**src/rtl/assert_macros.svh**
```systemverilog
// Assertion macros shared by the tilt-angle RTL.
`ifndef ASSERT_MACROS_SVH
`define ASSERT_MACROS_SVH

// Same-cycle implication, held off during reset.
`define ATA_ASSERT_IMP(lbl, ante, cons, msg) \
	lbl: assert property (@(posedge clk) disable iff (!arst_n) (ante) |-> (cons)) \
		else $error(msg);

// Next-cycle implication, held off during reset.
`define ATA_ASSERT_NXT(lbl, ante, cons, msg) \
	lbl: assert property (@(posedge clk) disable iff (!arst_n) (ante) |=> (cons)) \
		else $error(msg);

// Implication after a fixed number of cycles, held off during reset.
`define ATA_ASSERT_DLY(lbl, ante, n, cons, msg) \
	lbl: assert property (@(posedge clk) disable iff (!arst_n) (ante) |-> ##(n) (cons)) \
		else $error(msg);

`endif

```
**src/rtl/ata_pkg.sv**
```systemverilog
// Types, constants and the arctangent table for the tilt-angle pipeline.
package ata_pkg;

	localparam int ANGLE_FRAC_BITS_DEF = 7;
	localparam int CORDIC_STEPS_DEF    = 16;

	localparam int ACC_FRAC  = 16;            // accumulator in 2^-16 degree
	localparam int TABLE_LEN = 24;
	localparam int TIDX_W    = $clog2(TABLE_LEN);
	localparam int NUM_LANES = 3;
	localparam int LANE_ROLL  = 0;
	localparam int LANE_PITCH = 1;
	localparam int LANE_YAW   = 2;

	localparam int SAMPLE_W = 16;
	localparam int ANGLE_W  = 16;
	localparam int OPD_W    = SAMPLE_W + 1;   // holds -(-32768)
	localparam int PRE_SHIFT = 8;             // operands scaled by 256
	localparam int W_XY = OPD_W + PRE_SHIFT + 2;
	localparam int W_Z  = 27;

	localparam logic signed [W_Z-1:0] DEG90  = W_Z'(90 * 65536);
	localparam logic signed [W_Z-1:0] DEG180 = W_Z'(180 * 65536);

	typedef struct packed {
		logic signed [SAMPLE_W-1:0] accel_x;
		logic signed [SAMPLE_W-1:0] accel_y;
		logic signed [SAMPLE_W-1:0] accel_z;
	} in_word_t;

	typedef struct packed {
		logic [ANGLE_W-1:0] roll_angle;
		logic [ANGLE_W-1:0] pitch_angle;
		logic [ANGLE_W-1:0] yaw_angle;
	} out_word_t;

	// one arctangent in flight; fix marks an angle settled before rotation
	typedef struct packed {
		logic signed [W_XY-1:0] x;
		logic signed [W_XY-1:0] y;
		logic signed [W_Z-1:0]  z;
		logic                   fix;
	} lane_t;

	// atan(2^-i) in 2^-16 degree
	function automatic logic signed [W_Z-1:0] atan_lut(input logic [TIDX_W-1:0] idx);
		logic signed [W_Z-1:0] v;
		case (idx)
			5'd0:    v = W_Z'(2949120);
			5'd1:    v = W_Z'(1740967);
			5'd2:    v = W_Z'(919879);
			5'd3:    v = W_Z'(466945);
			5'd4:    v = W_Z'(234379);
			5'd5:    v = W_Z'(117304);
			5'd6:    v = W_Z'(58666);
			5'd7:    v = W_Z'(29335);
			5'd8:    v = W_Z'(14668);
			5'd9:    v = W_Z'(7334);
			5'd10:   v = W_Z'(3667);
			5'd11:   v = W_Z'(1833);
			5'd12:   v = W_Z'(917);
			5'd13:   v = W_Z'(458);
			5'd14:   v = W_Z'(229);
			5'd15:   v = W_Z'(115);
			5'd16:   v = W_Z'(57);
			5'd17:   v = W_Z'(29);
			5'd18:   v = W_Z'(14);
			5'd19:   v = W_Z'(7);
			5'd20:   v = W_Z'(4);
			5'd21:   v = W_Z'(2);
			5'd22:   v = W_Z'(1);
			default: v = '0;
		endcase
		return v;
	endfunction

endpackage

```
**src/rtl/ata_prep.sv**
```systemverilog
// Input stage: operand selection, quadrant folding and special angles.
`include "assert_macros.svh"

module ata_prep (
	input  logic                                        clk,
	input  logic                                        arst_n,
	input  logic                                        take,
	input  ata_pkg::in_word_t                           sample,
	output logic                                        vld,
	output ata_pkg::lane_t [ata_pkg::NUM_LANES-1:0]     lanes
);

	localparam int XW = ata_pkg::W_XY;
	localparam int OW = ata_pkg::OPD_W;

	logic signed [OW-1:0] ax, ay, az, nx;
	ata_pkg::lane_t [ata_pkg::NUM_LANES-1:0] lanes_d;
	ata_pkg::lane_t [ata_pkg::NUM_LANES-1:0] lanes_s1;
	logic vld_s1;

	// atan2(num, den) start point; left half-plane folded by 180 deg
	function automatic ata_pkg::lane_t setup(input logic signed [OW-1:0] num,
		input logic signed [OW-1:0] den);
		ata_pkg::lane_t l;
		l = '0;
		if (num == '0) begin
			l.fix = 1'b1;
			l.z   = (den < 0) ? ata_pkg::DEG180 : '0;
		end else if (den == '0) begin
			l.fix = 1'b1;
			l.z   = (num > 0) ? ata_pkg::DEG90 : -ata_pkg::DEG90;
		end else if (den > 0) begin
			l.x = XW'(den) <<< ata_pkg::PRE_SHIFT;
			l.y = XW'(num) <<< ata_pkg::PRE_SHIFT;
		end else begin
			l.x = (-XW'(den)) <<< ata_pkg::PRE_SHIFT;
			l.y = (-XW'(num)) <<< ata_pkg::PRE_SHIFT;
			l.z = (num > 0) ? ata_pkg::DEG180 : -ata_pkg::DEG180;
		end
		return l;
	endfunction

	always_comb begin
		ax = OW'(sample.accel_x);
		ay = OW'(sample.accel_y);
		az = OW'(sample.accel_z);
		nx = -ax;
		lanes_d[ata_pkg::LANE_ROLL]  = setup(az, nx);
		lanes_d[ata_pkg::LANE_PITCH] = setup(az, ay);
		lanes_d[ata_pkg::LANE_YAW]   = setup(nx, ay);
	end

	always_ff @(posedge clk or negedge arst_n) begin
		if (!arst_n) begin
			vld_s1 <= 1'b0;
		end else begin
			vld_s1 <= take;
		end
	end

	always_ff @(posedge clk) begin
		lanes_s1 <= lanes_d;
	end

	assign vld   = vld_s1;
	assign lanes = lanes_s1;

	// a rotating lane always starts in the right half-plane
	`ATA_ASSERT_IMP(a_prep_right_half, vld_s1 && !lanes_s1[0].fix, lanes_s1[0].x > 0, "roll lane starts with x <= 0")

endmodule

```
**config.mk**
```make
export PLATFORM = sky130hd
export DESIGN_NAME = ata_prep
export DESIGN_NICKNAME = d
export VERILOG_FILES = /design/src/rtl/ata_pkg.sv /design/src/rtl/ata_prep.sv
export VERILOG_INCLUDE_DIRS = /design/src /design/src/rtl
export SDC_FILE = /design/constraint.sdc
export NUM_CORES = 1
export LEC_CHECK = 0
export BUFFER_PORTS_ARGS = -buffer_cell sky130_fd_sc_hd__buf_2
export CAP_MARGIN = 25
export CELL_PAD_IN_SITES_DETAIL_PLACEMENT = 2
export CELL_PAD_IN_SITES_GLOBAL_PLACEMENT = 2
export CORE_UTILIZATION = 26
export DETAILED_ROUTE_END_ITERATION = 6
export PLACE_DENSITY = 0.8
export SETUP_SLACK_MARGIN = 0.4
export SLEW_MARGIN = 30
export SYNTH_ARGS = -nofsm -noshare
export SYNTH_HDL_FRONTEND = slang
export SYNTH_SLANG_ARGS = --single-unit
export TNS_END_PERCENT = 100
```
**constraint.sdc**
```tcl
create_clock -name clk -period 0.8 [get_ports clk]
set_input_delay 0.16 -clock clk [delete_from_list [all_inputs] [get_ports clk]]
set_output_delay 0.16 -clock clk [all_outputs]
set_load 0.1 [all_outputs]
```
# Word-level counts from Yosys, hierarchy flattened
# Cells that the tools add are included.
# totals
register_bits,247
in_bits,51
out_inout_bits,247
elab_cells,48
# op_classes
n_addsub,4
order_cmp,5
muxes,20
reduce_logical,6
# ops
op,n
2-to-1 mux 27 bit,10
2-to-1 mux 54 bit,3
2-to-1 mux 28 bit,3
logical NOT 17 bit,3
2-to-1 mux 24 bit,2
negation 16 -> 19 bit,2
greater-than comparator 16 x 1 -> 1 bit (second input constant),2
negation 17 -> 19 bit,1
greater-than comparator 17 x 1 -> 1 bit (second input constant),1
< comparator 17 x 1 -> 1 bit (second input constant),1
negation 16 -> 17 bit,1
< comparator 16 x 1 -> 1 bit (second input constant),1
OR reduction 2 bit,3
2-to-1 mux 1 bit,2

# Longest topological paths before layout
# logic_depth
depth_word,6
ltp_mapped,16
ltp_nobuf,14

# Worst setup path before layout
# No wires, ideal clock.
# synth_path
path_type,input to register
from,input port sample[32] (netlist bit)
to,register lanes_s1 (netlist bit lanes[67])
setup_ps,128
arrival_time_ps,3240
required_time_ps,672
slack_ps,-2568
path_stages,15
n_path_buf,3
cell_sequence,buf_6 > inv_1 > ha_1 > buf_2 > nor4b_4 > xnor2_1 > o31a_4 > or3_1 > or3_1 > ha_1 > inv_1 > clkbuf_1 > o21ai_0 > xnor2_1 > nor2_1
# synth_between
elab_chain_len,3
word_cells_on_any_way,6
cone_classes,2 x add/sub; 1 x order compare; 1 x mux; 2 x reduce/logical
# synth_lines
element,line_no,text
start: declaration,ata_prep.sv:8,"input ata_pkg::in_word_t sample,"
negation 16 -> 17 bit (*),ata_prep.sv:47,nx = -ax;
"negation 17 -> 19 bit, or another cell as far along",ata_prep.sv:36,l.x = (-XW'(den)) <<< ata_pkg::PRE_SHIFT;
2-to-1 mux 54 bit or OR reduction 2 bit (tied branches),--,
end signal: assignment,ata_prep.sv:62,lanes_s1 <= lanes_d;
end: declaration,ata_prep.sv:18,ata_pkg::lane_t [ata_pkg::NUM_LANES-1:0] lanes_s1;
# Mark *: on every way between the ends. The rest lies on a longest branch, timed or not.
# A chain may end at the register's enable or synchronous reset.

# Worst setup path after layout
# layout_path
from,input port sample[36] (netlist bit)
to,register lanes_s1 (netlist bit lanes[67])
# The elaborated chain is that of the path after synthesis.

==> flow_metrics.env <==
export IMPL_hold_violations=1
export IMPL_ys_ff_latch=136
export IMPL_critPathMaxStageDelay_ps=560
export IMPL_synthDistinctLibCells=54
export IMPL_whs_ps=-195.0
export IMPL_rows=57
export IMPL_grt_first_pass_wirelength_mm=70.59
export IMPL_crit_fanout=5
export IMPL_power_density_nw_per_um2=2099
export IMPL_relSlewSlack_pct=24.62
export IMPL_power_total_mw=31.21
export IMPL_cp_startpoint="sample[36]"
export IMPL_syn_cell_area_um2=6510
export IMPL_instances_no_fill=1498
export IMPL_cts_max_path_buffers=2
export IMPL_cts_hold_buffers=1
export IMPL_drt_vias_per_instance=5.320
export IMPL_clkPwrFrac_pct=31.1
export IMPL_leakagePower_nw=6.291
export IMPL_finalNetCount=1219
export IMPL_synthArstFlopShare_pct=0.7353
export IMPL_wl_per_cell_um=39.32
export IMPL_numPlacedInstances=1374
export IMPL_io_buffers=198
export IMPL_fmaxAchievable_mhz=333.0
export IMPL_synth_edf_count=0
export IMPL_path_depth=14
export IMPL_grt_busiest_layer="met2"
export IMPL_crit_slowest_cell="or4_4"
export IMPL_timing_worst_setup_path_type="in -> reg"
export IMPL_hold_path_class="in -> reg"
export IMPL_drcViolationCount=0
export IMPL_slew_violations=0
export IMPL_clkSinkCount=136
export IMPL_grt_total_usage_pct=39.11
export IMPL_hp_start="take"
export IMPL_cts_htree_levels=4
export IMPL_regArea_um2=3223
export IMPL_holdPathStages=1
export IMPL_irDropWorstVdd_mv=2.174
export IMPL_gp_congestion=0.8141
export IMPL_combPwrFrac_pct=42.9
export IMPL_worst_pin_slew_ps=1123
export IMPL_vias=7969
export IMPL_cp_start_kind="input port"
export IMPL_min_period_ps=3003
export IMPL_path_delay_family="simple AND/OR/NAND/NOR gates"
export IMPL_start_util_pct=26.61
export IMPL_finalCritPeriodShare_pct=375.4
export IMPL_arrival_ps=3340
export IMPL_yosysSeqAreaShare_pct=41.90
export IMPL_grt_max_degree=17
export IMPL_drt_iter0_markers=556
export IMPL_seqPwrFrac_pct=25.9
export IMPL_maxCapViolations=0
export IMPL_yosysWarnings=0
export IMPL_internal_power_mw=16.89
export IMPL_multiInputGateArea_um2=4618
export IMPL_place_ws_ps=-2440
export IMPL_synth_ff_type="dfxtp_1"
export IMPL_p_sw_share_pct=45.89
export IMPL_ant_nets=0
export IMPL_io_pins=298
export IMPL_grt_setup_unrepaired="true"
export IMPL_violations="negative hold slack, negative setup slack"
export IMPL_die_y_um=160.2
export IMPL_end_kind="flip-flop"
export IMPL_dieArea_um2=25680
export IMPL_worstPathRequired_ps=1140
export IMPL_status="complete, but fails checks"
export IMPL_grt_pass1_vias=8560
export IMPL_die_width_um=160.2
export IMPL_clockRootBuffer="clkbuf_16"
export IMPL_dpl_hpwl_mm=23.74
export IMPL_cts_buffers=17
export IMPL_switchingPower_mw=14.32
export IMPL_crit_chain="buf_6 > or4_4 > or2_4 > o31a_4 > or3_4 > or3_4 > ha_4 > buf_12 > clkinv_8 > buf_12 > nand3_4 > o21ai_2 > xnor2_1 > nor2_1"
export IMPL_coreArea_um2=24460
export IMPL_layout_drive_gt1_share_pct=72.61
export IMPL_grt_overflow_total=0
export IMPL_setup_violations=277
export IMPL_use_met3_pct=9.169
export IMPL_syn_avg_cell_area_um2=8.750
export IMPL_area_growth_pct=128.4
export IMPL_cts_tree="built"
export IMPL_dr_pass1_iters=5
export IMPL_use_met1_pct=41.98
export IMPL_cp_num_buf_inv=4
export IMPL_antenna_found_initial=2
export IMPL_use_met2_pct=70.83
export IMPL_worst_slack_ps=-2203
export IMPL_path_clk_slew_ps=80
export IMPL_synthCells=744
export IMPL_wirelength_mm=58.90
export IMPL_fillCellCount=2214
[placed cells by master, fill, tap and decap left out, types with 7 or more instances in the layout]
cell	synthesis	final
dfxtp_4	0	129
a21oi_4	0	18
xor2_2	0	10
o21ai_2	0	9
xnor2_1	27	15
nor2_2	0	19
xnor2_2	0	9
a21oi_2	0	25
ha_4	0	7
xor2_1	34	24
nor2_4	0	45
nor2_1	102	38
buf_6	7	43
or3_1	29	11
nand2_1	42	26
conb_1	1	105
buf_4	112	161
nor3_1	16	7
o21ai_1	0	9
clkbuf_16	0	17
nand2_2	0	9
o21ai_0	39	16
buf_16	0	13
buf_12	0	176
or3_4	1	19
nand2_4	0	7
buf_2	9	41
[through the flow]
step                      setup TNS, ps  util, %  hold WS, ps  instance area, um2
final                           -287020    60.78       -195.0               14870
after global placement          -252850    46.77       -65.70               11440
after floorplan                 -241790        -       -135.6                7823
after global routing            -288910    60.76       -201.3               14860
after CTS                       -250540    57.62       -180.9               14100
after detailed placement        -271370    46.77       -63.49               11440
[layout make-up]
class	count	share of cell area, %
Sequential cell	136	21.68
Antenna cell	2	0.03366
Clock buffer	18	2.886
Clock inverter	14	1.490
Inverter	15	0.7826
Tap cell	324	2.727
Timing Repair Buffer	439	39.34
Multi-Input combinational cell	550	31.06
[state kept, by name, summed over array words and instances, names as in the netlist]
signal	count
lanes	135
vld	1
[layer usage]
metal  share of wire (%)  vias up  wire length [um]
met5               0.029        -                17
met4                 8.7        2              5108
met3                 7.0      254              4132
met2                  49      617             28570
met1                  36     4001             21070
li1                    -     3095                 -
[power by group through the flow]
stage               clock, mW  combinational, mW  sequential [mW]
floorplan                   0               3.86             12.0
global placement            0               11.1             8.02
finish                   9.72               13.4             8.09
CTS                      9.18               12.2             8.00
detailed placement          0               11.4             8.10
global route             9.89               13.5             8.11
[path summary, 6_finish.rpt]
check                            end  slack (ps)
worst max-delay path       lanes[67]       -2200
worst min-delay path             vld        -200
max in group asynchronous        vld         660
min in group asynchronous        vld          40
[cell usage after synthesis, types with 5 or more instances]
library cell / n / share of area (%)
nor2_1: 102 / 5.9
nor4_1: 6 / 0.58
buf_6: 7 / 1.2
o31ai_1: 9 / 1.0
nand2_1: 42 / 2.4
xnor2_1: 27 / 3.6
or3_1: 29 / 2.8
buf_4: 112 / 13
clkbuf_1: 16 / 0.92
inv_1: 14 / 0.81
o21ai_0: 39 / 3.0
dfxtp_1: 135 / 42
and2_1: 5 / 0.48
a21oi_1: 48 / 3.7
ha_1: 9 / 1.7
mux2i_1: 8 / 1.2
a21o_1: 5 / 0.58
buf_2: 9 / 0.69
or4_1: 8 / 0.92
nor3_1: 16 / 1.2
nand2b_1: 5 / 0.48
nand3_1: 9 / 0.69
xor2_1: 34 / 4.6
[logic make-up after synthesis]
kind of cell               after synthesis  synth area share (%)
DFF                                    136                 41.90
other                                    1               0.05760
buffers and inverters                  162                 16.78
xor gates and xnor gates                61                 8.207
muxes                                    8                 1.230
adders and majority gates                9                 1.730
and+or+nand+nor                        246                 18.85
AOI/OAI and AO/OA                      121                 11.24
[repair_timing]
action                                  in CTS  in global routing
pin swaps                                   69                 52
resized for setup                          279                135
endpoints found under the setup margin     277                277
setup buffers                               56                 19
cloned                                      14                  0
hold endpoints to repair                     2                  1
(Power assumes the default switching activity.)
