--- src/rtl/assert_macros.svh ---
// Assertion macros shared by the tilt-angle RTL.
`ifndef ASSERT_MACROS_SVH
`define ASSERT_MACROS_SVH

// Same-cycle implication, held off during reset.
`define ATA_ASSERT_IMP(lbl, ante, cons, msg) \
	lbl: assert property (@(posedge clk) disable iff (!arst_n) (ante) |-> (cons)) \
		else $error(msg);

// Next-cycle implication, held off during reset.
`define ATA_ASSERT_NXT(lbl, ante, cons, msg) \
	lbl: assert property (@(posedge clk) disable iff (!arst_n) (ante) |=> (cons)) \
		else $error(msg);

// Implication after a fixed number of cycles, held off during reset.
`define ATA_ASSERT_DLY(lbl, ante, n, cons, msg) \
	lbl: assert property (@(posedge clk) disable iff (!arst_n) (ante) |-> ##(n) (cons)) \
		else $error(msg);

`endif

--- src/rtl/ata_pkg.sv ---
// Types, constants and the arctangent table for the tilt-angle pipeline.
package ata_pkg;

	localparam int ANGLE_FRAC_BITS_DEF = 7;
	localparam int CORDIC_STEPS_DEF    = 16;

	localparam int ACC_FRAC  = 16;            // accumulator in 2^-16 degree
	localparam int TABLE_LEN = 24;
	localparam int TIDX_W    = $clog2(TABLE_LEN);
	localparam int NUM_LANES = 3;
	localparam int LANE_ROLL  = 0;
	localparam int LANE_PITCH = 1;
	localparam int LANE_YAW   = 2;

	localparam int SAMPLE_W = 16;
	localparam int ANGLE_W  = 16;
	localparam int OPD_W    = SAMPLE_W + 1;   // holds -(-32768)
	localparam int PRE_SHIFT = 8;             // operands scaled by 256
	localparam int W_XY = OPD_W + PRE_SHIFT + 2;
	localparam int W_Z  = 27;

	localparam logic signed [W_Z-1:0] DEG90  = W_Z'(90 * 65536);
	localparam logic signed [W_Z-1:0] DEG180 = W_Z'(180 * 65536);

	typedef struct packed {
		logic signed [SAMPLE_W-1:0] accel_x;
		logic signed [SAMPLE_W-1:0] accel_y;
		logic signed [SAMPLE_W-1:0] accel_z;
	} in_word_t;

	typedef struct packed {
		logic [ANGLE_W-1:0] roll_angle;
		logic [ANGLE_W-1:0] pitch_angle;
		logic [ANGLE_W-1:0] yaw_angle;
	} out_word_t;

	// one arctangent in flight; fix marks an angle settled before rotation
	typedef struct packed {
		logic signed [W_XY-1:0] x;
		logic signed [W_XY-1:0] y;
		logic signed [W_Z-1:0]  z;
		logic                   fix;
	} lane_t;

	// atan(2^-i) in 2^-16 degree
	function automatic logic signed [W_Z-1:0] atan_lut(input logic [TIDX_W-1:0] idx);
		logic signed [W_Z-1:0] v;
		case (idx)
			5'd0:    v = W_Z'(2949120);
			5'd1:    v = W_Z'(1740967);
			5'd2:    v = W_Z'(919879);
			5'd3:    v = W_Z'(466945);
			5'd4:    v = W_Z'(234379);
			5'd5:    v = W_Z'(117304);
			5'd6:    v = W_Z'(58666);
			5'd7:    v = W_Z'(29335);
			5'd8:    v = W_Z'(14668);
			5'd9:    v = W_Z'(7334);
			5'd10:   v = W_Z'(3667);
			5'd11:   v = W_Z'(1833);
			5'd12:   v = W_Z'(917);
			5'd13:   v = W_Z'(458);
			5'd14:   v = W_Z'(229);
			5'd15:   v = W_Z'(115);
			5'd16:   v = W_Z'(57);
			5'd17:   v = W_Z'(29);
			5'd18:   v = W_Z'(14);
			5'd19:   v = W_Z'(7);
			5'd20:   v = W_Z'(4);
			5'd21:   v = W_Z'(2);
			5'd22:   v = W_Z'(1);
			default: v = '0;
		endcase
		return v;
	endfunction

endpackage

--- src/rtl/ata_round.sv ---
// Output stages: clamp to +-180 deg, offset, round to output units.
`include "assert_macros.svh"

module ata_round #(
	parameter int ANGLE_FRAC_BITS = ata_pkg::ANGLE_FRAC_BITS_DEF
) (
	input  logic                                        clk,
	input  logic                                        arst_n,
	input  logic                                        prev_vld,
	input  ata_pkg::lane_t [ata_pkg::NUM_LANES-1:0]     prev_lanes,
	output logic                                        vld,
	output ata_pkg::out_word_t                          word
);

	localparam int ZW = ata_pkg::W_Z;
	localparam int SH = ata_pkg::ACC_FRAC - ANGLE_FRAC_BITS;
	localparam logic [ZW-1:0] HALF = ZW'(1 << (SH - 1));
	localparam logic [ZW-1:0] TOP  = ZW'(360 << ANGLE_FRAC_BITS);
	localparam logic [ZW-1:0] FULL = ZW'(2 * 180 * 65536);

	logic signed [ZW-1:0] zc [ata_pkg::NUM_LANES];
	logic [ZW-1:0] tot_d [ata_pkg::NUM_LANES];
	logic [ZW-1:0] tot_s1 [ata_pkg::NUM_LANES];
	logic [ZW-1:0] rnd [ata_pkg::NUM_LANES];
	logic [ata_pkg::ANGLE_W-1:0] fld [ata_pkg::NUM_LANES];
	ata_pkg::out_word_t word_s2;
	logic vld_s1, vld_s2;

	always_comb begin
		for (int k = 0; k < ata_pkg::NUM_LANES; k++) begin
			if ($signed(prev_lanes[k].z) > ata_pkg::DEG180) begin
				zc[k] = ata_pkg::DEG180;
			end else if ($signed(prev_lanes[k].z) < -ata_pkg::DEG180) begin
				zc[k] = -ata_pkg::DEG180;
			end else begin
				zc[k] = prev_lanes[k].z;
			end
			tot_d[k] = zc[k] + ata_pkg::DEG180;
		end
	end

	always_comb begin
		for (int k = 0; k < ata_pkg::NUM_LANES; k++) begin
			rnd[k] = (tot_s1[k] + HALF) >> SH;
			if (rnd[k] > TOP) begin
				rnd[k] = TOP;
			end
			fld[k] = rnd[k][ata_pkg::ANGLE_W-1:0];
		end
	end

	always_ff @(posedge clk or negedge arst_n) begin
		if (!arst_n) begin
			vld_s1 <= 1'b0;
			vld_s2 <= 1'b0;
		end else begin
			vld_s1 <= prev_vld;
			vld_s2 <= vld_s1;
		end
	end

	always_ff @(posedge clk) begin
		tot_s1 <= tot_d;
		word_s2.roll_angle  <= fld[ata_pkg::LANE_ROLL];
		word_s2.pitch_angle <= fld[ata_pkg::LANE_PITCH];
		word_s2.yaw_angle   <= fld[ata_pkg::LANE_YAW];
	end

	assign vld  = vld_s2;
	assign word = word_s2;

	// clamp and offset keep every total within 0..360 deg
	`ATA_ASSERT_IMP(a_total_range, vld_s1, tot_s1[0] <= FULL && tot_s1[1] <= FULL && tot_s1[2] <= FULL, "offset angle beyond 360 deg")

endmodule

--- config.mk ---
export PLATFORM = sky130hd
export DESIGN_NAME = ata_round
export DESIGN_NICKNAME = d
export VERILOG_FILES = /design/src/rtl/ata_pkg.sv /design/src/rtl/ata_round.sv
export VERILOG_INCLUDE_DIRS = /design/src /design/src/rtl
export SDC_FILE = /design/constraint.sdc
export NUM_CORES = 1
export LEC_CHECK = 0
export ABC_AREA = 1
export BUFFER_PORTS_ARGS = -buffer_cell sky130_fd_sc_hd__clkbuf_2
export CAP_MARGIN = 30
export CELL_PAD_IN_SITES_DETAIL_PLACEMENT = 1
export CELL_PAD_IN_SITES_GLOBAL_PLACEMENT = 1
export CORE_ASPECT_RATIO = 1.5
export CORE_MARGIN = 5
export CORE_UTILIZATION = 25
export DETAILED_ROUTE_END_ITERATION = 10
export GPL_TIMING_DRIVEN = 0
export PLACE_DENSITY = 0.73
export SLEW_MARGIN = 20
export SYNTH_ARGS = -nofsm -noshare
export SYNTH_HDL_FRONTEND = slang
export SYNTH_SLANG_ARGS = --single-unit
--- constraint.sdc ---
create_clock -name clk -period 2.5 [get_ports clk]
set_input_delay 0.5 -clock clk [delete_from_list [all_inputs] [get_ports clk]]
set_output_delay 0.5 -clock clk [all_outputs]
set_load 0.05 [all_outputs]
Yosys cells after proc, flatten, opt, wreduce, memory -nomap -nowiden
Index checks and enable logic that the tools add are counted. Widths: inputs -> output; s select.

Register bits: 131. Output and inout bits: 49.

Add/sub/neg operators: 6. Order comparisons: 9. Mux-type cells: 6.

Operators with widths (count): $mux 27 (6); $add 27x25->27 const B (3); $add 27x9->27 const B (3); $gt 27x25->1 const B (3); $lt 27x25->1 const B (3); $gt 18x16->1 const B (3).

Depth between registers and ports, before layout
Gate-level depths: netlist of the first run.

Word-level depth: 4. Gate-level depth with buffers: 17.

Least setup slack after synthesis of the first run
Ideal clock, no wire load.

Kind: input -> register. Start point: in prev_lanes[184] (netlist bit). End point: reg tot_s1[24] (netlist bit). Library setup time: 0.124 ns. Arrival time: 2.506 ns. Setup slack: -0.130 ns. Stages on the path: 16. Path buffers: 1. Path through: inv_1 -> o211ai_1 -> nand2_1 -> nand2_1 -> nand4_1 -> ha_1 -> clkbuf_1 -> inv_1 -> nand2_1 -> nor2_1 -> inv_1 -> ha_1 -> o311ai_0 -> nand2_1 -> nand2_1 -> o21ai_0.

RTL lines: from (decl) (line ata_round.sv:10) `input ata_pkg::lane_t [ata_pkg::NUM_LANES-1:0] prev_lanes,`; to (signal assigned) (line ata_round.sv:63) `tot_s1 <= tot_d;`; to (decl) (line ata_round.sv:23) `logic [ZW-1:0] tot_s1 [ata_pkg::NUM_LANES];`.

==> summary.md, run 1 <==
| Metric | Value |
|---|---|
| Root cell of the clock tree | `sky130_fd_sc_hd__clkbuf_16` |
| Share of post-route cells with drive strength above 1 | `20.8%` |
| Register share of total power | `42.6%` |
| Pwr Total | `4.63 mW` |
| Clock sink count | `107` |
| Result of the run | `completed` |
| Number of antenna violations at the first check in global routing | `1` |
| Net Count, Synth | `1255` |
| Io pins | `298` |
| Required time at the worst-slack endpoint | `2740 ps` |
| Starting density of the core | `25.2%` |
| Max-cap violations | `0` |
| Die boundary width | `139 µm` |
| Worst Clk Skew | `8.39 ps` |
| Average instance area after synthesis | `6.29 µm²` |
| Number of iterations in the first detailed-routing pass | `4` |
| Final wirelength | `18.4 mm` |
| Hold Fails Final Rpt | `0` |
| Final RePlAce weighted congestion | `0.826` |
| Area of the multi-input gates | `3520 µm²` |
| Most common library cell in the layout ignoring fill and taps | `sky130_fd_sc_hd__nand2_1` |
| Clock edge transition at the registers on the reported setup and hold paths | `70 ps` |
| Count of buffers from port buffering | `132` |
| Vias after detailed routing | `6455` |
| Overflow left after global routing | `0` |
| Slew @ Worst Pin | `535 ps` |
| Die Height | `204 µm` |
| Power density of the placed cells | `597 nW/µm²` |
| Maximum clock rate | `0.425 GHz` |
| Final worst path period need | `2350 ps` |
| Category of the critical setup timing path | `primary input to flop` |
| Area growth from synthesis to layout | `23.9%` |
| Inserted Diodes | `0` |
| Buffers from clock root to sink, at most | `2` |
| Vias in the first global route | `6756` |
| Design internal power | `3.03 mW` |
| Number of failing setup endpoints in the final timing report | `0` |
| Wire per inst | `12.5 µm` |
| Worst hold margin | `255 ps` |
| Remaining DRCs | `0` |
| Worst Path Arrival | `2590 ps` |
| Skew-Pair Late Insertion Delay | `360 ps` |
| Commonest non-fill, non-tap cells in the layout | `sky130_fd_sc_hd__nand2_1, sky130_fd_sc_hd__nor2_1, sky130_fd_sc_hd__inv_1` |
| Capturing element type of the critical path | `flop` |
| Post-DR vias/cell | `4.38` |
| Share of the yosys chip area belonging to registers | `34.3%` |
| Area enclosed by the die boundary | `28400 µm²` |
| Worst Hold Class | `primary input to flop` |
| Number of core rows | `71` |
| Clock tree from TritonCTS | `built` |
| Wire length of the first global-routing pass | `30.9 mm` |
| Worst ir drop on vdd | `431 µV` |
| Yosys warning count | `0` |
| Static Leakage | `3.70 nW` |
| Number of CTS-inserted buffers | `9` |
| Cell area after synthesis | `6270 µm²` |
| Final Cycle Share | `94.1%` |
| Count of fill cells added during filler insertion | `3298` |
| Net switching component of the power | `1.60 mW` |
| Critical path startpoint category | `primary input` |
| Total count of max-transition violations in the final report | `0` |
| Area taken by flip-flops and latches | `2150 µm²` |
| Total half-perimeter wirelength after legalization and detailed placement | `15.9 mm` |
| First DRT Iteration DRCs | `151` |
| Net Sw Frac | `34.6%` |
| Total GRT Usage | `13.2%` |
| Clock network fraction of design power | `31.7%` |
| Core area | `24900 µm²` |
| Maximum number of pins on one net before global-route repair | `20` |
| Netlist cell types | `32` |
| Number of nets in the layout | `1400` |
| Combinational cell fraction of total power | `25.7%` |
| Tightest slew margin relative to the limit | `64.2%` |
| Cells after synthesis | `997` |
| Final antenna-violating net count | `0` |
| Worst-path fanout max | `7` |
| Number of storage elements in the synthesis netlist | `107` |
| Max H-tree Level | `3` |
## registers in the layout, summed over array words and instances (netlist names)
name / cells
word: 48
vld_s1: 1
tot_s1: 57
vld: 1
## per-stage QoR
step	setup WS (ps)	TNS, ps	cells	area, µm²	util [%]
floorplan	8.61	0	997	6280	-
global placement	-409	-2810	1457	7350	29.5
detailed placement	-477	-3270	1457	7350	29.5
CTS	22.9	0	1473	7670	30.8
global route	-8.55	-8.55	1475	7760	31.2
finish	149	0	1475	7760	31.2
## path summary, 6_finish.rpt
kind                                     start         end  cells after the start  slack, ps
min in group asynchronous               arst_n      vld_s1                      2        460
worst min-delay path                  prev_vld      vld_s1                      1        260
max in group asynchronous               arst_n         vld                      2       1930
worst min register to register          vld_s1         vld                      0        370
worst max register to register      tot_s1[62]    word[36]                     10        180
worst max-delay path            prev_lanes[20]  tot_s1[78]                     16        150
## cells in the mapped netlist
library cell	instances	area share [%]
sky130_fd_sc_hd__a21oi_2	32	4.5
sky130_fd_sc_hd__nor3_1	4	0.32
sky130_fd_sc_hd__o22ai_1	1	0.10
sky130_fd_sc_hd__o21bai_1	2	0.24
sky130_fd_sc_hd__o21ai_2	2	0.28
sky130_fd_sc_hd__clkbuf_1	3	0.18
sky130_fd_sc_hd__nor2_1	211	13
sky130_fd_sc_hd__inv_2	2	0.12
sky130_fd_sc_hd__buf_4	1	0.12
sky130_fd_sc_hd__nand3b_1	3	0.36
sky130_fd_sc_hd__o211ai_1	3	0.36
sky130_fd_sc_hd__o21a_1	3	0.36
sky130_fd_sc_hd__o21ai_1	4	0.32
sky130_fd_sc_hd__dfrtp_1	2	0.80
sky130_fd_sc_hd__a21oi_1	11	0.88
sky130_fd_sc_hd__dfxtp_1	105	34
sky130_fd_sc_hd__nor2_4	3	0.54
sky130_fd_sc_hd__buf_6	5	0.90
sky130_fd_sc_hd__clkinv_1	2	0.12
sky130_fd_sc_hd__nand2_1	263	16
sky130_fd_sc_hd__ha_1	9	1.8
sky130_fd_sc_hd__nand3_1	70	5.6
sky130_fd_sc_hd__xnor2_1	7	0.98
sky130_fd_sc_hd__a211o_1	1	0.14
sky130_fd_sc_hd__nand3_2	4	0.64
sky130_fd_sc_hd__o311ai_0	2	0.28
sky130_fd_sc_hd__inv_1	160	9.6
sky130_fd_sc_hd__nand2_2	9	0.90
sky130_fd_sc_hd__xor2_1	17	2.4
sky130_fd_sc_hd__nor2_2	15	1.5
sky130_fd_sc_hd__nand4_1	29	2.9
sky130_fd_sc_hd__o21ai_0	12	0.96
## routing by layer
metal	GRT usage, %	vias to the layer above	share of wire (%)
met1	12.4	2942	37
met3	2.95	29	4.7
met2	26.7	121	55
li1	-	3361	-
met4	5.56	2	3.2
met5	0	-	0.038
## what timing repair did
action	in CTS	in global routing
hold buffers	1	0
gates resized for setup	3	16
hold endpoints to repair	2	0
setup buffers	0	3
pin swaps	1	9
setup endpoints to repair	5	37
## cell type report
type / instances / area share, %
clock buffers: 9 / 2.90
multi-input cells: 717 / 45.3
inverters: 164 / 7.93
repair buffers: 136 / 8.93
well taps: 328 / 5.29
plain buffers: 7 / 0.870
flip-flops and latches: 107 / 27.7
clock inverters: 7 / 1.06
## critical path, cell delays in order
cell and delay, ps:
sky130_fd_sc_hd__clkbuf_2 100, sky130_fd_sc_hd__inv_1 80, sky130_fd_sc_hd__o211ai_1 180, sky130_fd_sc_hd__nand2_1 80, sky130_fd_sc_hd__nand2_1 70, sky130_fd_sc_hd__nand4_1 140
sky130_fd_sc_hd__ha_4 280, sky130_fd_sc_hd__inv_2 100, sky130_fd_sc_hd__nand2_1 80, sky130_fd_sc_hd__nor2_1 130, sky130_fd_sc_hd__inv_1 60, sky130_fd_sc_hd__ha_1 240
sky130_fd_sc_hd__o311ai_2 270, sky130_fd_sc_hd__nand2_1 140, sky130_fd_sc_hd__nand2_1 70, sky130_fd_sc_hd__o21ai_0 70
## cell families after synthesis
group	after synthesis	synth area share, %
AOI/OAI and AO/OA	73	8.38
buffers and inverters	173	11.0
xor gates and xnor gates	24	3.35
adders and majority gates	9	1.80
and+or+nand+nor	611	41.1
DFF	107	34.3
## power by group through the flow
stage / Sequential, mW / Combinational [mW] / Clock, mW
after floorplan: 2.22 / 0.632 / 0
after global placement: 2.01 / 1.15 / 0
after detailed placement: 2.01 / 1.18 / 0
after CTS: 1.97 / 1.19 / 1.52
after global routing: 2.00 / 1.34 / 1.58
final: 1.97 / 1.19 / 1.47
(Power assumes the default switching activity.)
==> run 2: changes to the inputs <==
--- a/config.mk
+++ b/config.mk
@@ -6,7 +6,7 @@
 export SDC_FILE = /design/constraint.sdc
 export NUM_CORES = 1
 export LEC_CHECK = 0
-export ABC_AREA = 1
+export ABC_AREA = 0
 export BUFFER_PORTS_ARGS = -buffer_cell sky130_fd_sc_hd__clkbuf_2
 export CAP_MARGIN = 30
 export CELL_PAD_IN_SITES_DETAIL_PLACEMENT = 1
==> run 2 against run 1 <==
Compared with the run above: the run now ends with setup timing left; register-to-register slack worse by 90 ps; critical path depth down 4; non-clock buffer count up 38; sequential share of layout area up 1.1 points.
==> summary.md, run 2 <==
| Metric | Value |
|---|---|
| Commonest non-fill, non-tap cells in the layout | `sky130_fd_sc_hd__clkbuf_2, sky130_fd_sc_hd__dfxtp_1, sky130_fd_sc_hd__nor2_1` |
| Worst path slowest cell | `sky130_fd_sc_hd__or4_1` |
| Buffers from clock root to sink, at most | `2` |
| Maximum clock rate | `0.393 GHz` |
| Wire length of the first global-routing pass | `26.1 mm` |
| Max H-tree Level | `3` |
| Cell-by-cell trace of the critical path | `buf_8 -> a21oi_4 -> nand2b_1 -> a21o_1 -> nand4_1 -> ha_1 -> buf_8 -> or3_4 -> ha_4 -> nor3_4 -> nor3_1 -> or4_1` |
| Skew-Pair Late Insertion Delay | `350 ps` |
| Count of buffers from port buffering | `132` |
| Root cell of the clock tree | `sky130_fd_sc_hd__clkbuf_16` |
| Capturing element type of the critical path | `flop` |
| First DRT Iteration DRCs | `244` |
| Hold Fails Final Rpt | `0` |
| Area enclosed by the die boundary | `24400 µm²` |
| Clock edge transition at the registers on the reported setup and hold paths | `70 ps` |
| Total GRT Usage | `13.4%` |
| Starting density of the core | `25.3%` |
| Maximum number of pins on one net before global-route repair | `18` |
| Worst Path Arrival | `2780 ps` |
| Critical Path Source | `prev_lanes[184]` |
| Total count of max-transition violations in the final report | `0` |
| Share of the core filled with cells | `35.6%` |
| Predominant post-synthesis flop cell | `sky130_fd_sc_hd__dfxtp_1` |
| Minimum setup slack among reg-to-reg paths | `90 ps` |
| Final wirelength | `16.7 mm` |
| Most common cell in the netlist | `sky130_fd_sc_hd__dfxtp_1` |
| Top cell type by total area after synthesis | `sky130_fd_sc_hd__dfxtp_1` |
| Category of the critical setup timing path | `primary input to flop` |
| Power density of the placed cells | `635 nW/µm²` |
| Placed insts | `1013` |
| Count of fill cells added during filler insertion | `2469` |
| Final cell count without fillers | `1057` |
| Overflow left after global routing | `0` |
| Worst Clk Skew | `9.80 ps` |
| Average instance area after synthesis | `8.70 µm²` |
| Launch instance of the worst min-delay path | `prev_vld` |
| Most common library cell in the layout ignoring fill and taps | `sky130_fd_sc_hd__clkbuf_2` |
| Share of the yosys chip area belonging to registers | `40.3%` |
| Cell type with the highest occurrence count on the critical path | `sky130_fd_sc_hd__buf_8` |
| Core area | `21100 µm²` |
| Worst ir drop on vdd | `271 µV` |
| Post-synth top area share | `39.4%` |
| Netlist cell types | `65` |
| Result of the run | `finished, violations left` |
| Number of nets in the layout | `1041` |
| Number of core rows | `65` |
| Final Cycle Share | `102%` |
| Worst hold margin | `255 ps` |
| Number of synthesized flops with an enable pin | `0` |
| Number of CTS-inserted buffers | `9` |
| Register with the most flip-flops | `tot_s1` |
| Post-DR vias/cell | `4.88` |
| Cell area after synthesis | `5330 µm²` |
| Number of failing setup endpoints in the final timing report | `2` |
| Die boundary width | `129 µm` |
| Worst Slack Setup Final | `-44.8 ps` |
| Yosys warning count | `0` |
| Top cells by area, synth | `sky130_fd_sc_hd__dfxtp_1, sky130_fd_sc_hd__xnor2_1, sky130_fd_sc_hd__xor2_1` |
| Biggest cell delay along the critical path | `460 ps` |
| Critical path startpoint category | `primary input` |
| Clock tree from TritonCTS | `built` |
| Pwr Total | `4.76 mW` |
| Share of post-route cells with drive strength above 1 | `34.9%` |
| Die Height | `189 µm` |
| Remaining DRCs | `0` |
| Launch instance of the worst register-to-register path | `tot_s1[62]` |
| Area growth from synthesis to layout | `40.4%` |
| Proportion of synthesized flip-flops having asynchronous set or reset | `1.87%` |
| Wire per inst | `15.8 µm` |
| Net Count, Synth | `871` |
| Final antenna-violating net count | `0` |
| Final worst path period need | `2540 ps` |
| Final RePlAce weighted congestion | `0.931` |
| Static Leakage | `2.90 nW` |
| Number of storage elements in the synthesis netlist | `107` |
| Max-cap violations | `0` |
| Number of antenna violations at the first check in global routing | `7` |
| Total half-perimeter wirelength after legalization and detailed placement | `12.8 mm` |
| Io pins | `298` |
| Cells after synthesis | `613` |
| Failing checks | `setup timing` |
| Clock sink count | `107` |
| Top cell types by occurrence after synthesis | `sky130_fd_sc_hd__dfxtp_1, sky130_fd_sc_hd__nor2_1, sky130_fd_sc_hd__nand2_1` |
| Slew @ Worst Pin | `502 ps` |
| Number of iterations in the first detailed-routing pass | `6` |
| Vias in the first global route | `5380` |
| Worst-path fanout max | `6` |
| Flip-flop count of the largest register, all copies and words added | `57` |
| Worst Hold Class | `primary input to flop` |
| Vias after detailed routing | `5162` |
| Required time at the worst-slack endpoint | `2730 ps` |
| Setup repair after global routing missed its margin | `true` |
| Tightest slew margin relative to the limit | `66.2%` |
run 2: changes by cell type after synthesis, sizes merged, moves of 12 or more:
| cell | previous run | this run |
|---|---|---|
| nand3 | 74 | 24 |
| xnor2 | 7 | 31 |
| nand2 | 272 | 42 |
| nor2 | 229 | 56 |
| nor4 | 0 | 27 |
| nor3 | 4 | 37 |
| a21oi | 43 | 29 |
| and2 | 0 | 37 |
| inv | 162 | 11 |
| o21ai | 18 | 6 |
run 2: logic make-up (layout without fill, tap and decap cells):
logic type,Yosys count,after routing,share of synthesized area [%]
simple gates,313,313,32.2
flops,107,107,40.3
compound gates,88,88,11.4
xor+xnor,59,59,9.69
buf+inv,33,207,3.35
fa+ha+maj,9,9,2.11
mux,4,4,0.821
other cells,0,2,0
run 2: worst paths after layout:
check / end / cells after the start
min in group asynchronous: vld_s1 / 2
max in group asynchronous: vld / 2
worst min-delay path: vld_s1 / 1
worst max-delay path: tot_s1[22] / 12
worst min register to register: vld / 0
worst max register to register: word[42] / 9
run 2: routing by layer:
metal  wire length (µm)  track usage (%)  up-vias
met5                 80                0        -
met4                721             7.32       12
met3               1170             4.74       54
met1               5880             13.4     2379
met2               8820             23.7      147
li1                   -                -     2570
run 2: final cells by class:
| cell class | instances | area (µm²) | area share [%] |
|---|---|---|---|
| plain buffers | 21 | 165 | 2.20 |
| clock buffers | 10 | 229 | 3.06 |
| repair buffers | 160 | 961 | 12.8 |
| well taps | 268 | 335 | 4.48 |
| diodes | 2 | 5.00 | 0.0668 |
| multi-input cells | 473 | 3510 | 46.9 |
| inverters | 11 | 41.3 | 0.551 |
| flip-flops and latches | 107 | 2160 | 28.8 |
| clock inverters | 5 | 85.1 | 1.14 |
run 2: metrics by stage:
step           TNS [ps]  worst slack (ps)  cell area [µm²]
4_1_cts          -0.515            -0.515             7060
3_3_place_gp     -10210              -644             6460
2_1_floorplan     -1220              -173             5470
3_5_place_dp     -11410              -676             6460
5_1_grt            -421             -99.4             7490
6_report          -54.8             -44.8             7490
run 2: what timing repair did:
action / 4_1_cts / 5_1_grt
hold buffers: 1 / 0
gates resized for setup: 33 / 87
hold endpoints to repair: 2 / 0
buffers inserted: 13 / 14
setup endpoints to repair: 45 / 45
pin swaps: 10 / 35
run 2: power by group:
group | total (mW) | leakage (nW) | switching, mW | internal (mW)
sequential | 2.00 | 0.892 | 0.125 | 1.87
clock | 1.50 | 0.150 | 0.622 | 0.879
combinational | 1.26 | 1.86 | 0.777 | 0.479
total | 4.76 | 2.90 | 1.52 | 3.23
run 2: worst max-delay path, delay by kind of cell:
kind | cells | cell delay [ps]
and+or+nand+nor | 6 | 1250
adders and majority gates | 2 | 430
AOI/OAI and AO/OA | 2 | 340
buffers and inverters | 2 | 250
==> run 3: changes to the inputs <==
==> constraint.sdc (replaced) <==
create_clock -name clk -period 2.9 [get_ports clk]
set_input_delay 0.58 -clock clk [delete_from_list [all_inputs] [get_ports clk]]
set_output_delay 0.58 -clock clk [all_outputs]
set_load 0.05 [all_outputs]
==> run 3 against run 2 <==
Compared with the run above: the run now ends clean; sequential share of layout area increased by 2.9 points; clock skew fell by 2.1 ps; flip-flop and latch count did not move; setup slack improved by 200 ps; highest routed layer unchanged; first-iteration DRC count is 32% lower; core utilization shrank 3.4 points; critical path type unchanged; via count fell by 2.8%; critical path depth fell by 1; routed wire length down 5.4%; register-to-register slack better by 100 ps; non-clock buffer count shrank 28.
==> summary.md, run 3 (same netlist as run 2, synthesis figures left out) <==
| Metric | Value |
|---|---|
| Result of the run | `completed` |
| Buffers from clock root to sink, at most | `2` |
| Max H-tree Level | `3` |
| Area taken by flip-flops and latches | `2150 µm²` |
| Max-cap violations | `0` |
| Area growth from synthesis to layout | `27.1%` |
| Static Leakage | `2.67 nW` |
| Final RePlAce weighted congestion | `0.892` |
| Final Cycle Share | `94.8%` |
| Worst Slack Setup Final | `152 ps` |
| Worst-path fanout max | `10` |
| Post-route cell area | `6780 µm²` |
| Area enclosed by the die boundary | `24400 µm²` |
| Category of the critical setup timing path | `primary input to flop` |
| Die boundary width | `129 µm` |
| Number of core rows | `65` |
| Worst Hold Class | `primary input to flop` |
| Number of failing setup endpoints in the final timing report | `0` |
| Required time at the worst-slack endpoint | `3130 ps` |
| Critical Path Sink | `tot_s1[22]` |
| Overflow left after global routing | `0` |
| Final antenna-violating net count | `0` |
| Count of fill cells added during filler insertion | `2514` |
| Final wirelength | `15.8 mm` |
| Hold Fails Final Rpt | `0` |
| Total GRT Usage | `13.1%` |
| Post-DR vias/cell | `4.88` |
| Root cell of the clock tree | `sky130_fd_sc_hd__clkbuf_16` |
| Commonest non-fill, non-tap cells in the layout | `sky130_fd_sc_hd__clkbuf_2, sky130_fd_sc_hd__dfxtp_1, sky130_fd_sc_hd__nor2_1` |
| Cell count of the worst reg-to-reg path | `8` |
| Number of nets in the layout | `1013` |
| Count of buffers from port buffering | `132` |
| Capturing element type of the critical path | `flop` |
| Vias after detailed routing | `5017` |
| Skew-Pair Late Insertion Delay | `350 ps` |
| Number of iterations in the first detailed-routing pass | `4` |
| Remaining DRCs | `0` |
| Number of CTS-inserted buffers | `9` |
| Pre-CTS setup slack | `-488 ps` |
| Maximum number of pins on one net before global-route repair | `18` |
| R2R Path End | `word[19]` |
| Final cell count without fillers | `1029` |
| Wire length of the first global-routing pass | `25.8 mm` |
| Critical Path Source | `prev_lanes[185]` |
| Post-Place Cell Area | `6360 µm²` |
| Clock sink count | `107` |
| Area of the multi-input gates | `3120 µm²` |
| Wire per inst | `15.3 µm` |
| Register with the most flip-flops | `tot_s1` |
| Worst Clk Skew | `7.66 ps` |
| Worst Path Arrival | `2980 ps` |
| Most common library cell in the layout ignoring fill and taps | `sky130_fd_sc_hd__clkbuf_2` |
| Critical path startpoint category | `primary input` |
| Vias in the first global route | `5298` |
| Launch instance of the worst register-to-register path | `tot_s1[36]` |
| Placed insts | `1013` |
| Total count of max-transition violations in the final report | `0` |
| Power density of the placed cells | `589 nW/µm²` |
| First DRT Iteration DRCs | `167` |
| Tightest slew margin relative to the limit | `54.2%` |
| Starting density of the core | `25.3%` |
| Clock edge transition at the registers on the reported setup and hold paths | `70 ps` |
| Setup TNS | `0 ps` |
| Clock tree from TritonCTS | `built` |
| Share of post-route cells with drive strength above 1 | `26.4%` |
| Die Height | `189 µm` |
| Worst ir drop on vdd | `274 µV` |
| Total half-perimeter wirelength after legalization and detailed placement | `12.8 mm` |
| Number of antenna violations at the first check in global routing | `8` |
| Slew @ Worst Pin | `686 ps` |
| Maximum clock rate | `0.364 GHz` |
| Flip-flop count of the largest register, all copies and words added | `57` |
| Io pins | `298` |
| Pwr Total | `3.99 mW` |
| Core area | `21100 µm²` |
| Minimum setup slack among reg-to-reg paths | `190 ps` |
| Final worst path period need | `2750 ps` |
[run 3: cell types whose count changed in the layout (fill, tap and decap cells not counted), sizes merged]
cell      delta
buf         -36
inv          -1
clkbuf       +9
clkinvlp     +1
diode        -1
[run 3: layout make-up]
cell class	count	area share, %
Clock inverter	5	1.24
Sequential cell	107	31.7
Antenna cell	1	0.0369
Timing Repair Buffer	134	10.0
Inverter	11	0.609
Clock buffer	11	3.58
Multi-Input combinational cell	473	46.0
Tap cell	268	4.95
Buffer	19	1.86
[run 3: metrics by stage]
stage	hold WS (ps)	util [%]
finish	327	32.2
global route	302	32.2
CTS	309	31.9
detailed placement	340	30.2
global placement	336	30.2
floorplan	284	-
[run 3: worst min-delay path by stage]
stage / start / to / cells after the start
2_1_floorplan: arst_n / vld / 0
6_report: prev_vld / vld_s1 / 1
5_1_grt: prev_vld / vld_s1 / 1
3_5_place_dp: vld_s1 / vld / 0
3_3_place_gp: vld_s1 / vld / 0
4_1_cts: prev_vld / vld_s1 / 1
[run 3: what timing repair did]
item | 4_1_cts | 5_1_grt
endpoints found under the hold margin | 2 | 0
setup buffers | 0 | 1
setup endpoints to repair | 12 | 20
gates resized for setup | 5 | 12
pin swaps | 0 | 1
gates cloned | 0 | 0
hold buffers | 1 | 0
[run 3: power breakdown]
group | leakage [nW] | internal, mW | switching (mW)
combinational | 1.63 | 0.324 | 0.615
sequential | 0.889 | 1.61 | 0.105
clock | 0.152 | 0.784 | 0.549
[run 3: worst max-delay path: stages]
cell and delay, ps:
sky130_fd_sc_hd__clkbuf_2 140, sky130_fd_sc_hd__a21oi_2 160, sky130_fd_sc_hd__nand2b_1 90, sky130_fd_sc_hd__a21o_1 210, sky130_fd_sc_hd__nand4_1 90, sky130_fd_sc_hd__ha_1 340
sky130_fd_sc_hd__or3_1 420, sky130_fd_sc_hd__ha_2 250, sky130_fd_sc_hd__nor3_2 160, sky130_fd_sc_hd__nor3_1 60, sky130_fd_sc_hd__or4_1 470
[run 3: routing by layer]
metal / global-route usage, % / wire, µm
met1: 13.7 / 6110
met2: 23.2 / 8040
met3: 4.54 / 1060
met4: 5.98 / 491
met5: 0 / 74
